[config.mk]
export PLATFORM = sky130hd
export DESIGN_NAME = weighted_zone_density_features
export DESIGN_NICKNAME = d
export VERILOG_FILES = /design/src/design/wzdf_pkg.sv /design/src/design/weighted_zone_density_features.sv /design/src/design/wzdf_pos.sv /design/src/design/wzdf_window.sv /design/src/design/wzdf_zone.sv
export SDC_FILE = /design/constraint.sdc
export NUM_CORES = 1
export LEC_CHECK = 0
export BUFFER_PORTS_ARGS = -buffer_cell sky130_fd_sc_hd__buf_4
export CORE_MARGIN = 3
export CORE_UTILIZATION = 52
export DETAILED_ROUTE_END_ITERATION = 8
export PLACE_DENSITY = 0.72
export SLEW_MARGIN = 20
export SYNTH_ARGS = -nofsm -noshare
export SYNTH_HDL_FRONTEND = slang
export SYNTH_SLANG_ARGS = --single-unit
[constraint.sdc]
create_clock -name clock -period 2.9 [get_ports clock]
set_input_delay 0.87 -clock clock [delete_from_list [all_inputs] [get_ports clock]]
set_output_delay 0.87 -clock clock [all_outputs]
set_load 0.01 [all_outputs]
[src/design/wzdf_pkg.sv]
// wzdf_pkg: shared widths, a reset value, the sum ceiling and the position flag struct
// for the weighted zone density feature block. No dependencies.
package wzdf_pkg;

   // fixed field widths
   localparam int PIXEL_W  = 8;
   localparam int SUM_W    = 6;
   localparam int IDX_W    = 8;
   localparam int WEIGHT_W = 3;

   // register reset value and accumulator ceiling
   localparam logic [PIXEL_W-1:0] DARK_THRESHOLD_RESET = 8'd50;
   localparam logic [SUM_W-1:0]   SUM_MAX              = 6'd63;

   // where the pixel in the work stage sits in the image and zone grid
   typedef struct packed {
      logic             first_row;      // row 0, nothing above
      logic             first_col;      // column 0, nothing to the left
      logic             in_zone;        // pixel belongs to a full zone
      logic             col_zone_end;   // last column of its zone
      logic             zone_end;       // bottom-right pixel of its zone
      logic             last_zone;      // zone is the final one of the image
      logic [IDX_W-1:0] zone_index;     // zone row * zones per side + zone column
   } pos_flags_type;

endpackage

[src/design/weighted_zone_density_features.sv]
// weighted_zone_density_features: top level, input register, work stage and
// result register. Depends on wzdf_pkg, wzdf_pos, wzdf_window, wzdf_zone.
//
//  channel | ports                                         | direction
//  --------+-----------------------------------------------+----------
//  req     | req_valid, req_stall, req_pixel_gray          | in
//  rsp     | rsp_valid, rsp_stall, rsp_zone_weight_sum,    | out
//          | rsp_zone_index, rsp_last_zone                 |
//  csr     | csr_wr_en, csr_wr_data (dark threshold)       | in
//
// One pixel per clock while req_stall is low. A pixel is held in the input
// register, then the work stage updates the line and zone sums; the result
// register takes a zone result as the work stage passes on its last pixel.
// Reset (synchronous) clears counters, line, sums and sets the threshold to 50.
// req_stall rises only when a zone result waits in the work stage while the
// result register is full and stalled.
module weighted_zone_density_features import wzdf_pkg::*; #(
   parameter int IMAGE_SIDE     = 48,
   parameter int ZONES_PER_SIDE = 16
) (
   input  logic               clock,
   input  logic               reset,
   input  logic               req_valid,
   output logic               req_stall,
   input  logic [PIXEL_W-1:0] req_pixel_gray,
   output logic               rsp_valid,
   input  logic               rsp_stall,
   output logic [SUM_W-1:0]   rsp_zone_weight_sum,
   output logic [IDX_W-1:0]   rsp_zone_index,
   output logic               rsp_last_zone,
   input  logic               csr_wr_en,
   input  logic [PIXEL_W-1:0] csr_wr_data
);

   logic [PIXEL_W-1:0]  threshold_ff;
   logic                s1_valid_ff, s1_valid_in;
   logic [PIXEL_W-1:0]  gray_ff;
   logic                out_valid_ff, out_valid_in;
   logic [SUM_W-1:0]    out_sum_ff;
   logic [IDX_W-1:0]    out_index_ff;
   logic                out_last_ff;
   pos_flags_type       flags;
   logic [WEIGHT_W-1:0] weight;
   logic [SUM_W-1:0]    zone_sum;
   logic                emit, out_free, advance, accept;

   // threshold register
   always_ff @(posedge clock) begin
      if (reset) begin
         threshold_ff <= DARK_THRESHOLD_RESET;
      end else if (csr_wr_en) begin
         threshold_ff <= csr_wr_data;
      end
   end

   // handshake between input register, work stage and result register
   assign emit      = flags.in_zone && flags.zone_end;
   assign out_free  = !out_valid_ff || !rsp_stall;
   assign advance   = s1_valid_ff && (!emit || out_free);
   assign req_stall = s1_valid_ff && !advance;
   assign accept    = req_valid && !req_stall;

   assign s1_valid_in  = accept ? 1'b1 : (advance ? 1'b0 : s1_valid_ff);
   assign out_valid_in = (advance && emit) ? 1'b1 : (out_free ? 1'b0 : out_valid_ff);

   // input register
   always_ff @(posedge clock) begin
      if (reset) begin
         s1_valid_ff <= 1'b0;
      end else begin
         s1_valid_ff <= s1_valid_in;
      end
   end

   always_ff @(posedge clock) begin
      if (accept) begin
         gray_ff <= req_pixel_gray;
      end
   end

   // work stage
   wzdf_pos #(
      .IMAGE_SIDE     (IMAGE_SIDE),
      .ZONES_PER_SIDE (ZONES_PER_SIDE)
   ) u_pos (
      .clock   (clock),
      .reset   (reset),
      .advance (advance),
      .flags   (flags)
   );

   wzdf_window #(
      .IMAGE_SIDE (IMAGE_SIDE)
   ) u_window (
      .clock          (clock),
      .reset          (reset),
      .advance        (advance),
      .pixel_gray     (gray_ff),
      .dark_threshold (threshold_ff),
      .flags          (flags),
      .weight         (weight)
   );

   wzdf_zone #(
      .ZONES_PER_SIDE (ZONES_PER_SIDE)
   ) u_zone (
      .clock    (clock),
      .reset    (reset),
      .advance  (advance),
      .flags    (flags),
      .weight   (weight),
      .zone_sum (zone_sum)
   );

   // result register
   always_ff @(posedge clock) begin
      if (reset) begin
         out_valid_ff <= 1'b0;
      end else begin
         out_valid_ff <= out_valid_in;
      end
   end

   always_ff @(posedge clock) begin
      if (advance && emit) begin
         out_sum_ff   <= zone_sum;
         out_index_ff <= flags.zone_index;
         out_last_ff  <= flags.last_zone;
      end
   end

   assign rsp_valid           = out_valid_ff;
   assign rsp_zone_weight_sum = out_sum_ff;
   assign rsp_zone_index      = out_index_ff;
   assign rsp_last_zone       = out_last_ff;

endmodule

[src/design/wzdf_pos.sv]
// wzdf_pos: pixel position and zone position counters for the work stage.
// Depends on wzdf_pkg (pos_flags_type, IDX_W).
module wzdf_pos import wzdf_pkg::*; #(
   parameter int IMAGE_SIDE     = 48,
   parameter int ZONES_PER_SIDE = 16
) (
   input  logic          clock,
   input  logic          reset,
   input  logic          advance,
   output pos_flags_type flags
);

   localparam int ZS        = IMAGE_SIDE / ZONES_PER_SIDE;
   localparam bit HAS_ZONES = (ZS > 0);
   localparam int ZS_LAST   = (ZS > 0) ? ZS - 1 : 0;
   localparam int CW        = $clog2(IMAGE_SIDE);
   localparam int SUBW      = (ZS > 1) ? $clog2(ZS) : 1;
   localparam int ZCW       = $clog2(ZONES_PER_SIDE + 1);

   logic [CW-1:0]   col_ff, col_in, row_ff, row_in;
   logic [SUBW-1:0] col_sub_ff, col_sub_in, row_sub_ff, row_sub_in;
   logic [ZCW-1:0]  zc_ff, zc_in, zr_ff, zr_in;
   logic            col_last, row_last, col_sub_last, row_sub_last;

   assign col_last     = (col_ff == CW'(IMAGE_SIDE - 1));
   assign row_last     = (row_ff == CW'(IMAGE_SIDE - 1));
   assign col_sub_last = (col_sub_ff == SUBW'(ZS_LAST));
   assign row_sub_last = (row_sub_ff == SUBW'(ZS_LAST));

   // next position, raster order with wrap to a new image
   always_comb begin
      col_in     = col_ff;
      row_in     = row_ff;
      col_sub_in = col_sub_ff;
      row_sub_in = row_sub_ff;
      zc_in      = zc_ff;
      zr_in      = zr_ff;
      if (col_last) begin
         col_in     = '0;
         col_sub_in = '0;
         zc_in      = '0;
         if (row_last) begin
            row_in     = '0;
            row_sub_in = '0;
            zr_in      = '0;
         end else begin
            row_in = row_ff + 1'b1;
            if (row_sub_last) begin
               row_sub_in = '0;
               if (zr_ff != ZCW'(ZONES_PER_SIDE)) begin
                  zr_in = zr_ff + 1'b1;
               end
            end else begin
               row_sub_in = row_sub_ff + 1'b1;
            end
         end
      end else begin
         col_in = col_ff + 1'b1;
         if (col_sub_last) begin
            col_sub_in = '0;
            if (zc_ff != ZCW'(ZONES_PER_SIDE)) begin
               zc_in = zc_ff + 1'b1;
            end
         end else begin
            col_sub_in = col_sub_ff + 1'b1;
         end
      end
   end

   always_ff @(posedge clock) begin
      if (reset) begin
         col_ff     <= '0;
         row_ff     <= '0;
         col_sub_ff <= '0;
         row_sub_ff <= '0;
         zc_ff      <= '0;
         zr_ff      <= '0;
      end else if (advance) begin
         col_ff     <= col_in;
         row_ff     <= row_in;
         col_sub_ff <= col_sub_in;
         row_sub_ff <= row_sub_in;
         zc_ff      <= zc_in;
         zr_ff      <= zr_in;
      end
   end

   // flags for the pixel now in the work stage
   always_comb begin
      flags.first_row    = (row_ff == '0);
      flags.first_col    = (col_ff == '0);
      flags.in_zone      = HAS_ZONES && (zc_ff != ZCW'(ZONES_PER_SIDE))
                           && (zr_ff != ZCW'(ZONES_PER_SIDE));
      flags.col_zone_end = col_sub_last;
      flags.zone_end     = col_sub_last && row_sub_last;
      flags.last_zone    = (zc_ff == ZCW'(ZONES_PER_SIDE - 1))
                           && (zr_ff == ZCW'(ZONES_PER_SIDE - 1));
      flags.zone_index   = IDX_W'(32'(zr_ff) * ZONES_PER_SIDE + 32'(zc_ff));
   end

endmodule

[src/design/wzdf_window.sv]
// wzdf_window: dark test, one-row line of dark bits and the 2x2 neighbour weight.
// Depends on wzdf_pkg (widths, pos_flags_type).
module wzdf_window import wzdf_pkg::*; #(
   parameter int IMAGE_SIDE = 48
) (
   input  logic                clock,
   input  logic                reset,
   input  logic                advance,
   input  logic [PIXEL_W-1:0]  pixel_gray,
   input  logic [PIXEL_W-1:0]  dark_threshold,
   input  pos_flags_type       flags,
   output logic [WEIGHT_W-1:0] weight
);

   logic [IMAGE_SIDE-1:0] line_ff;
   logic                  left_ff, upleft_ff;
   logic                  dark, up;

   assign dark = (pixel_gray < dark_threshold);
   // oldest tap is the pixel one row up
   assign up   = line_ff[IMAGE_SIDE-1];

   // weight of a dark pixel: itself plus dark neighbours inside the image
   always_comb begin
      weight = '0;
      if (dark) begin
         weight = WEIGHT_W'(1)
                + WEIGHT_W'(left_ff && !flags.first_col)
                + WEIGHT_W'(up && !flags.first_row)
                + WEIGHT_W'(upleft_ff && !flags.first_row && !flags.first_col);
      end
   end

   // slide the neighbourhood by one pixel
   always_ff @(posedge clock) begin
      if (reset) begin
         line_ff   <= '0;
         left_ff   <= 1'b0;
         upleft_ff <= 1'b0;
      end else if (advance) begin
         line_ff   <= {line_ff[IMAGE_SIDE-2:0], dark};
         left_ff   <= dark;
         upleft_ff <= up;
      end
   end

endmodule

[src/design/wzdf_zone.sv]
// wzdf_zone: partial weight sums of one zone row, kept as a rotating line
// with the current zone column at the head. Depends on wzdf_pkg.
module wzdf_zone import wzdf_pkg::*; #(
   parameter int ZONES_PER_SIDE = 16
) (
   input  logic                clock,
   input  logic                reset,
   input  logic                advance,
   input  pos_flags_type       flags,
   input  logic [WEIGHT_W-1:0] weight,
   output logic [SUM_W-1:0]    zone_sum
);

   logic [SUM_W-1:0] acc_ff [ZONES_PER_SIDE];
   logic [SUM_W:0]   sum_wide;

   // saturating add of this pixel's weight
   assign sum_wide = {1'b0, acc_ff[0]} + (SUM_W+1)'(weight);
   assign zone_sum = (sum_wide > {1'b0, SUM_MAX}) ? SUM_MAX : sum_wide[SUM_W-1:0];

   // at a zone column boundary the head moves to the tail, cleared when the zone closes
   always_ff @(posedge clock) begin
      if (reset) begin
         for (int i = 0; i < ZONES_PER_SIDE; i++) begin
            acc_ff[i] <= '0;
         end
      end else if (advance && flags.in_zone) begin
         if (flags.col_zone_end) begin
            for (int i = 0; i < ZONES_PER_SIDE - 1; i++) begin
               acc_ff[i] <= acc_ff[i+1];
            end
            acc_ff[ZONES_PER_SIDE-1] <= flags.zone_end ? '0 : zone_sum;
         end else begin
            acc_ff[0] <= zone_sum;
         end
      end
   end

endmodule

==> flow_metrics.tcl, run 1 <==
set metrics [dict create \
    grt_pass1_wl_mm 26.4 \
    status "finished, violations left" \
    n_antenna_cell 0 \
    endpoint_kind "flip-flop" \
    critPathArrivalTime_ns 3.45 \
    gr-usage-all-layers 0.180 \
    hold_buffers 0 \
    p_per_area_nw_per_um2 609 \
    rows 45 \
    stdcell_area_um2 9790 \
    cts_buffers 22 \
    viasPerCell 5.49 \
    drtIter0Drc 340 \
    finalHoldViolations 0 \
    grt_max_degree 77 \
    maxCapViolCount 0 \
    yosysWarnings 0 \
    violations "setup timing" \
    syn-cell-area_um2 8210 \
    grt_pass1_vias 5493 \
    finClkSkew_ns 0.00814 \
    crit_family "compound AO/OA/AOI/OAI gates" \
    yosys-top-cells-area "edfxtp_1 (30%), dfxtp_1 (30%), nand2_1 (5.6%), and2_1 (4.6%), a21oi_1 (4.3%)" \
    relSlewSlack 0.416 \
    netlist-cell-type-count 65 \
    yosys.area.top_type "edfxtp_1" \
    syn_avg_cell_area_um2 10.9 \
    syn_inst 755 \
    detailedRoute.firstPassIterationCount 5 \
    cts_sinks 204 \
    placedInstanceArea_um2 8840 \
    core-area_um2 15300 \
    min_path_type "reg2reg" \
    path_class "reg2reg" \
    portBuffers 37 \
    gp_congestion 0.889 \
    die_y_um 132 \
    grt_overflow 0 \
    antenna_found_initial 0 \
    die_area_um2 17300 \
    synthToLayoutAreaGrowth_pct 19.3 \
    crit_chain "ha_1 > a2111o_1 > a211oi_4 > nor2b_4 > ha_4 > inv_2 > fa_2 > and4b_1 > nand4_1 > o31ai_4 > buf_4 > o41ai_2" \
    cp_max_fo 3 \
    route.antenna.remaining_nets 0 \
    worst_path_max_delay_cell "a2111o_1" \
    ys.flop_type "dfxtp_1" \
    final_cells 1040 \
    cts_root_buffer "clkbuf_16" \
    clock.fmax_mhz 327 \
    pre_cts_ws_ns -0.298 \
    worst_ep_required_time_ns 3.29 \
    rsz0062_at_grt "true" \
    htree_num_levels 1 \
    clockBufferDepth 3 \
    ys_seq_area_frac 0.599 \
    vias 5710 \
    start_kind "flip-flop" \
    drive_gt1_frac 0.198 \
    finalCriticalPeriod_ns 3.06 \
    synth.top_cell.area_share 0.304 \
    tightest_slew_ns 0.867 \
    power_w 0.00597 \
    floorplan.initialDensity 0.536 \
    worstSkewPairLatency_ns 0.49 \
    routedWlPerCell_um 15.5 \
    async_reset_ff_frac 0 \
    mappedNetlistNets 801 \
    ios 38 \
    die_w_um 132 \
    synth_edf_count 83 \
    fin_crit_sh 1.05 \
    clkTransAtPathRegs_ns 0.06 \
    ys_ff_latch 204 \
    cts_tree "done" \
    worst_slack_ns -0.159 \
    p_leak_nw 3.66 \
    drc_errors 0 \
    cp_num_buf_inv 2 \
    ir_drop_mv 0.480 \
    dp_hpwl_mm 10.2 \
    max_stage_delay_ns 0.43 \
    wl_mm 16.2 \
    placedCellCount 992 \
    setup_viol 14 \
    nNetsFinal 861 \
    drv_slew 0 \
    whs_ns 0.451 \
]
[layer usage]
metal  routed length, um  global-route usage  vias to the layer above
met4                 379              0.0618                        0
met2                8220               0.308                       96
li1                    -                   -                     2799
met1                6980               0.232                     2782
met5                   0                   0                        -
met3                 583              0.0306                       33
[sequential cells by signal, summed over array words and instances, names as in the netlist]
signal               cells
gray_ff                  8
rsp_last_zone            1
rsp_valid                1
rsp_zone_index           8
rsp_zone_weight_sum      6
s1_valid_ff              1
threshold_ff             8
u_pos.col_ff             6
u_pos.col_sub_ff         2
u_pos.row_ff             6
u_pos.row_sub_ff         2
u_pos.zc_ff              5
u_pos.zr_ff              5
u_window.line_ff        48
u_window.upleft_ff       1
u_zone.acc_ff           96
[area by class of cell]
class	count	area [um^2]
fillers	1199	5530
flip-flops and latches	204	4920
multi-input cells	473	3140
clock buffers	32	659
repair buffers	80	646
well taps	211	264
inverters	34	128
clock inverters	6	31.3
[placed cells by master (no fill, tap or decap), types with 4 or more instances in the layout]
cell and n:
inv_2 4, dfxtp_2 5, o21ai_1 7, nor2_1 17
o211ai_1 9, o21ai_0 7, a22o_1 30, clkbuf_1 4
and2_1 57, o31ai_1 4, nand3_1 8, inv_1 29
mux2i_1 5, clkbuf_8 5, edfxtp_1 83, ha_1 22
o32ai_1 7, clkbuf_16 23, buf_4 75, nand4_1 10
a21oi_1 70, dfxtp_1 116, nand2b_1 5, or3_1 8
nand2_1 123, nor3_1 5
[through the flow]
step | setup TNS [ns] | utilization
2_1_floorplan | -0.0176 | -
3_3_place_gp | -1.51 | 0.577
3_5_place_dp | -2.82 | 0.577
4_1_cts | -2.77 | 0.628
5_1_grt | -3.31 | 0.639
6_report | -1.18 | 0.639
[timing repair]
item,4_1_cts,5_1_grt
buffers inserted,2,8
endpoints found under the setup margin,19,19
cloned,0,0
pin swaps,15,20
resized for setup,19,27
[cells by family (layout without fill, tap and decap cells)]
group           after synthesis  after routing  share of synthesized area
xor+xnor                      4              4                    0.00427
flops                       204            204                      0.599
fa+ha+maj                    25             25                     0.0399
mux                           6              6                    0.00732
compound gates              166            166                      0.138
simple gates                272            272                      0.169
buf+inv                      78            152                     0.0425
[worst paths after layout]
kind | from | to | slack (ns) | cells after the start
setup / recovery | gray_ff[1] | u_zone.acc_ff[15][5] | -0.16 | 12
hold / removal | u_window.line_ff[31] | u_window.line_ff[32] | 0.45 | 2
setup reg to reg | gray_ff[1] | u_zone.acc_ff[15][5] | -0.16 | 12
hold reg to reg | u_window.line_ff[31] | u_window.line_ff[32] | 0.45 | 2
[tightest hold or removal path, delay by kind of cell (launching register included)]
family	cells	cell delay, ns
flops	1	0.31
compound gates	1	0.05
simple gates	1	0.05
[power by group]
group	internal (W)	switching (W)	total [W]
sequential	0.00304	0.0000254	0.00306
clock	0.00157	0.00105	0.00262
combinational	0.000110	0.000170	0.000281
total	0.00472	0.00125	0.00596
[Yosys cell counts, types with 3 or more instances]
| cell | number |
|---|---|
| a22o_1 | 30 |
| o21ai_0 | 9 |
| dfxtp_1 | 121 |
| inv_1 | 33 |
| nor3_1 | 8 |
| a211oi_1 | 3 |
| nor2b_1 | 5 |
| o21ai_1 | 6 |
| xnor2_1 | 3 |
| or3_1 | 8 |
| edfxtp_1 | 83 |
| o32ai_1 | 8 |
| nand2_1 | 123 |
| buf_4 | 8 |
| o31ai_1 | 6 |
| nor2_1 | 20 |
| and2_1 | 60 |
| clkbuf_1 | 18 |
| and3_1 | 3 |
| buf_2 | 15 |
| nand2b_1 | 5 |
| nand3_1 | 10 |
| a21oi_1 | 71 |
| mux2i_1 | 6 |
| ha_1 | 23 |
| o2bb2ai_1 | 3 |
| o211ai_1 | 9 |
| nand4_1 | 10 |
Power figures use the tool's default switching activity.
==> run 2, diff against run 1 <==
PLACE_DENSITY = 0.69   (was 0.72)
clock period = 3.3 ns   (was 2.9 ns; I/O delays follow)
==> run 2 against run 1 <==
Net effect: the flow now finishes without violations; die area stayed put; sequential power decreased by 12%; utilization shrank 2.0 points; clock skew about the same; register-to-register slack gained 0.23 ns; count of clock-buffer cells in the layout stayed put; final area is 3.1% lower; via count decreased by 2.6%; wire length fell by 3.8%; first-iteration DRC count rose by 11%; global-route usage decreased by 0.24 points; largest power group unchanged.
==> flow_metrics.tcl, run 2 (synthesis results as in run 1) <==
set metrics [dict create \
    path_depth 12 \
    tightest_slew_ns 0.949 \
    p_comb_frac 0.037 \
    cts_tree "done" \
    drv_slew 0 \
    worstSkewPairLatency_ns 0.49 \
    crit_chain "ha_1 > a2111o_1 > a211oi_2 > buf_4 > nor2b_2 > ha_2 > inv_1 > fa_2 > and4b_1 > nand4_1 > o31ai_4 > o32ai_1" \
    max_stage_delay_ns 0.41 \
    internal_power_w 0.00429 \
    maxCapViolCount 0 \
    grt_pass1_wl_mm 26.1 \
    crit_family "compound AO/OA/AOI/OAI gates" \
    rows 45 \
    portBuffers 37 \
    floorplan.initialDensity 0.536 \
    largest_register "u_zone.acc_ff" \
    rsz0062_at_grt "true" \
    start_kind "flip-flop" \
    pwr-share-seq 0.501 \
    critPathArrivalTime_ns 3.52 \
    p_switching_w 0.00109 \
    drive_gt1_frac 0.139 \
    clockBufferDepth 3 \
    clock.fmax_mhz 310 \
    stdcell_area_um2 9480 \
    drc_errors 0 \
    worst_ep_required_time_ns 3.60 \
    nNetsFinal 831 \
    placedInstanceArea_um2 8650 \
    final_common_cell "nand2_1" \
    reg_top3 "u_zone.acc_ff (96), u_window.line_ff (48)" \
    clkTransAtPathRegs_ns 0.06 \
    dp_hpwl_mm 9.59 \
    synthToLayoutAreaGrowth_pct 15.5 \
    worst_r2r_path_depth 12 \
    drtIter0Drc 379 \
    cp_max_fo 4 \
    fin_crit_sh 0.978 \
    n_antenna_cell 0 \
    worst_path_max_delay_cell "a2111o_1" \
    clkPwrFrac 0.462 \
    startpoint "gray_ff[1]" \
    finalCriticalPeriod_ns 3.23 \
    die_area_um2 17300 \
    endpoint_kind "flip-flop" \
    cts_sinks 204 \
    grt_overflow 0 \
    setup_viol 0 \
    grt_max_degree 88 \
    switching_share 0.202 \
    grt_pass1_vias 5383 \
    status "complete, no violations" \
    timing.critical_path.to "u_zone.acc_ff[0][5]" \
    htree_num_levels 1 \
    p_leak_nw 3.49 \
    final_cell_mix "nand2_1 (123), dfxtp_1 (121), edfxtp_1 (83), a21oi_1 (70), and2_1 (60)" \
    gp_congestion 0.852 \
    r2r_start "gray_ff[1]" \
    rrSetupSlack_ns 0.07 \
    die_w_um 132 \
    path_class "reg2reg" \
    wl_mm 15.6 \
    power_w 0.00538 \
    whs_ns 0.448 \
    gr-usage-all-layers 0.177 \
    viasPerCell 5.51 \
    vias 5561 \
    rr_endpoint "u_zone.acc_ff[0][5]" \
    min_path_type "reg2reg" \
    hold_start "u_window.line_ff[19]" \
    die_y_um 132 \
    core-area_um2 15300 \
    route.antenna.remaining_nets 0 \
    finClkSkew_ns 0.00858 \
    cts_root_buffer "clkbuf_16" \
    relSlewSlack 0.362 \
    cp_num_buf_inv 2 \
    largest_reg_flops 96 \
    cts_buffers 22 \
    ios 38 \
    ir_drop_mv 0.465 \
    finalHoldViolations 0 \
    antenna_found_initial 0 \
    detailedRoute.firstPassIterationCount 5 \
    routedWlPerCell_um 15.4 \
    p_per_area_nw_per_um2 567 \
]
-- run 2: layout make-up --
cell class,instances,area (um^2)
sequential,204,4910
fill,1236,5830
inverter,34,129
multi-input combinational,473,3020
tap,211,264
timing repair buffer,50,404
clock buffer,32,669
clock inverter,6,77.6
-- run 2: worst register-to-register path, cell delays in order (launching register included) --
cell and delay [ns]:
edfxtp_1 0.39, ha_1 0.29, a2111o_1 0.41, a211oi_2 0.28
buf_4 0.16, nor2b_2 0.13, ha_2 0.18, inv_1 0.05
fa_2 0.38, and4b_1 0.23, nand4_1 0.16, o31ai_4 0.12
o32ai_1 0.27
-- run 2: per-stage QoR --
stage / std cells / setup WS (ns) / util / TNS [ns]
finish: 1010 / 0.0720 / 0.619 / 0
global route: 1010 / -0.0579 / 0.619 / -0.167
CTS: 1010 / 0.00875 / 0.615 / 0
detailed placement: 971 / -0.0570 / 0.565 / -0.117
global placement: 971 / 0.0873 / 0.565 / 0
floorplan: 755 / 0.274 / - / 0
-- run 2: timing repair --
action                     CTS  global route
resized for setup            2            15
setup endpoints to repair   10            19
buffers inserted             1             0
pin swaps                    0             4
hold buffers                 0             0
-- run 2: per-layer routing --
layer	up-vias	track usage	wire length, um	share of wire
li1	2734	-	-	-
met1	2674	0.236	6870	0.44
met2	122	0.291	7660	0.49
met3	31	0.0341	655	0.042
met4	0	0.0642	371	0.024
met5	-	0	0	0
-- run 2: power by group through the flow --
stage                     combinational [W]  clock, W  sequential, W
after CTS                          0.000198   0.00253        0.00269
final                              0.000201   0.00248        0.00269
after global placement             0.000187         0        0.00274
after detailed placement           0.000194         0        0.00274
after global routing               0.000224   0.00264        0.00270
after floorplan                    0.000136         0        0.00274
-- run 2: how the worst min path moves through the flow --
stage	endpoint	slack (ns)	cells after the start
4_1_cts	u_window.line_ff[20]	0.45	2
3_5_place_dp	u_window.line_ff[20]	0.44	2
5_1_grt	u_window.line_ff[19]	0.47	2
2_1_floorplan	u_window.line_ff[10]	0.43	2
6_report	u_window.line_ff[20]	0.45	2
3_3_place_gp	u_window.line_ff[11]	0.44	2
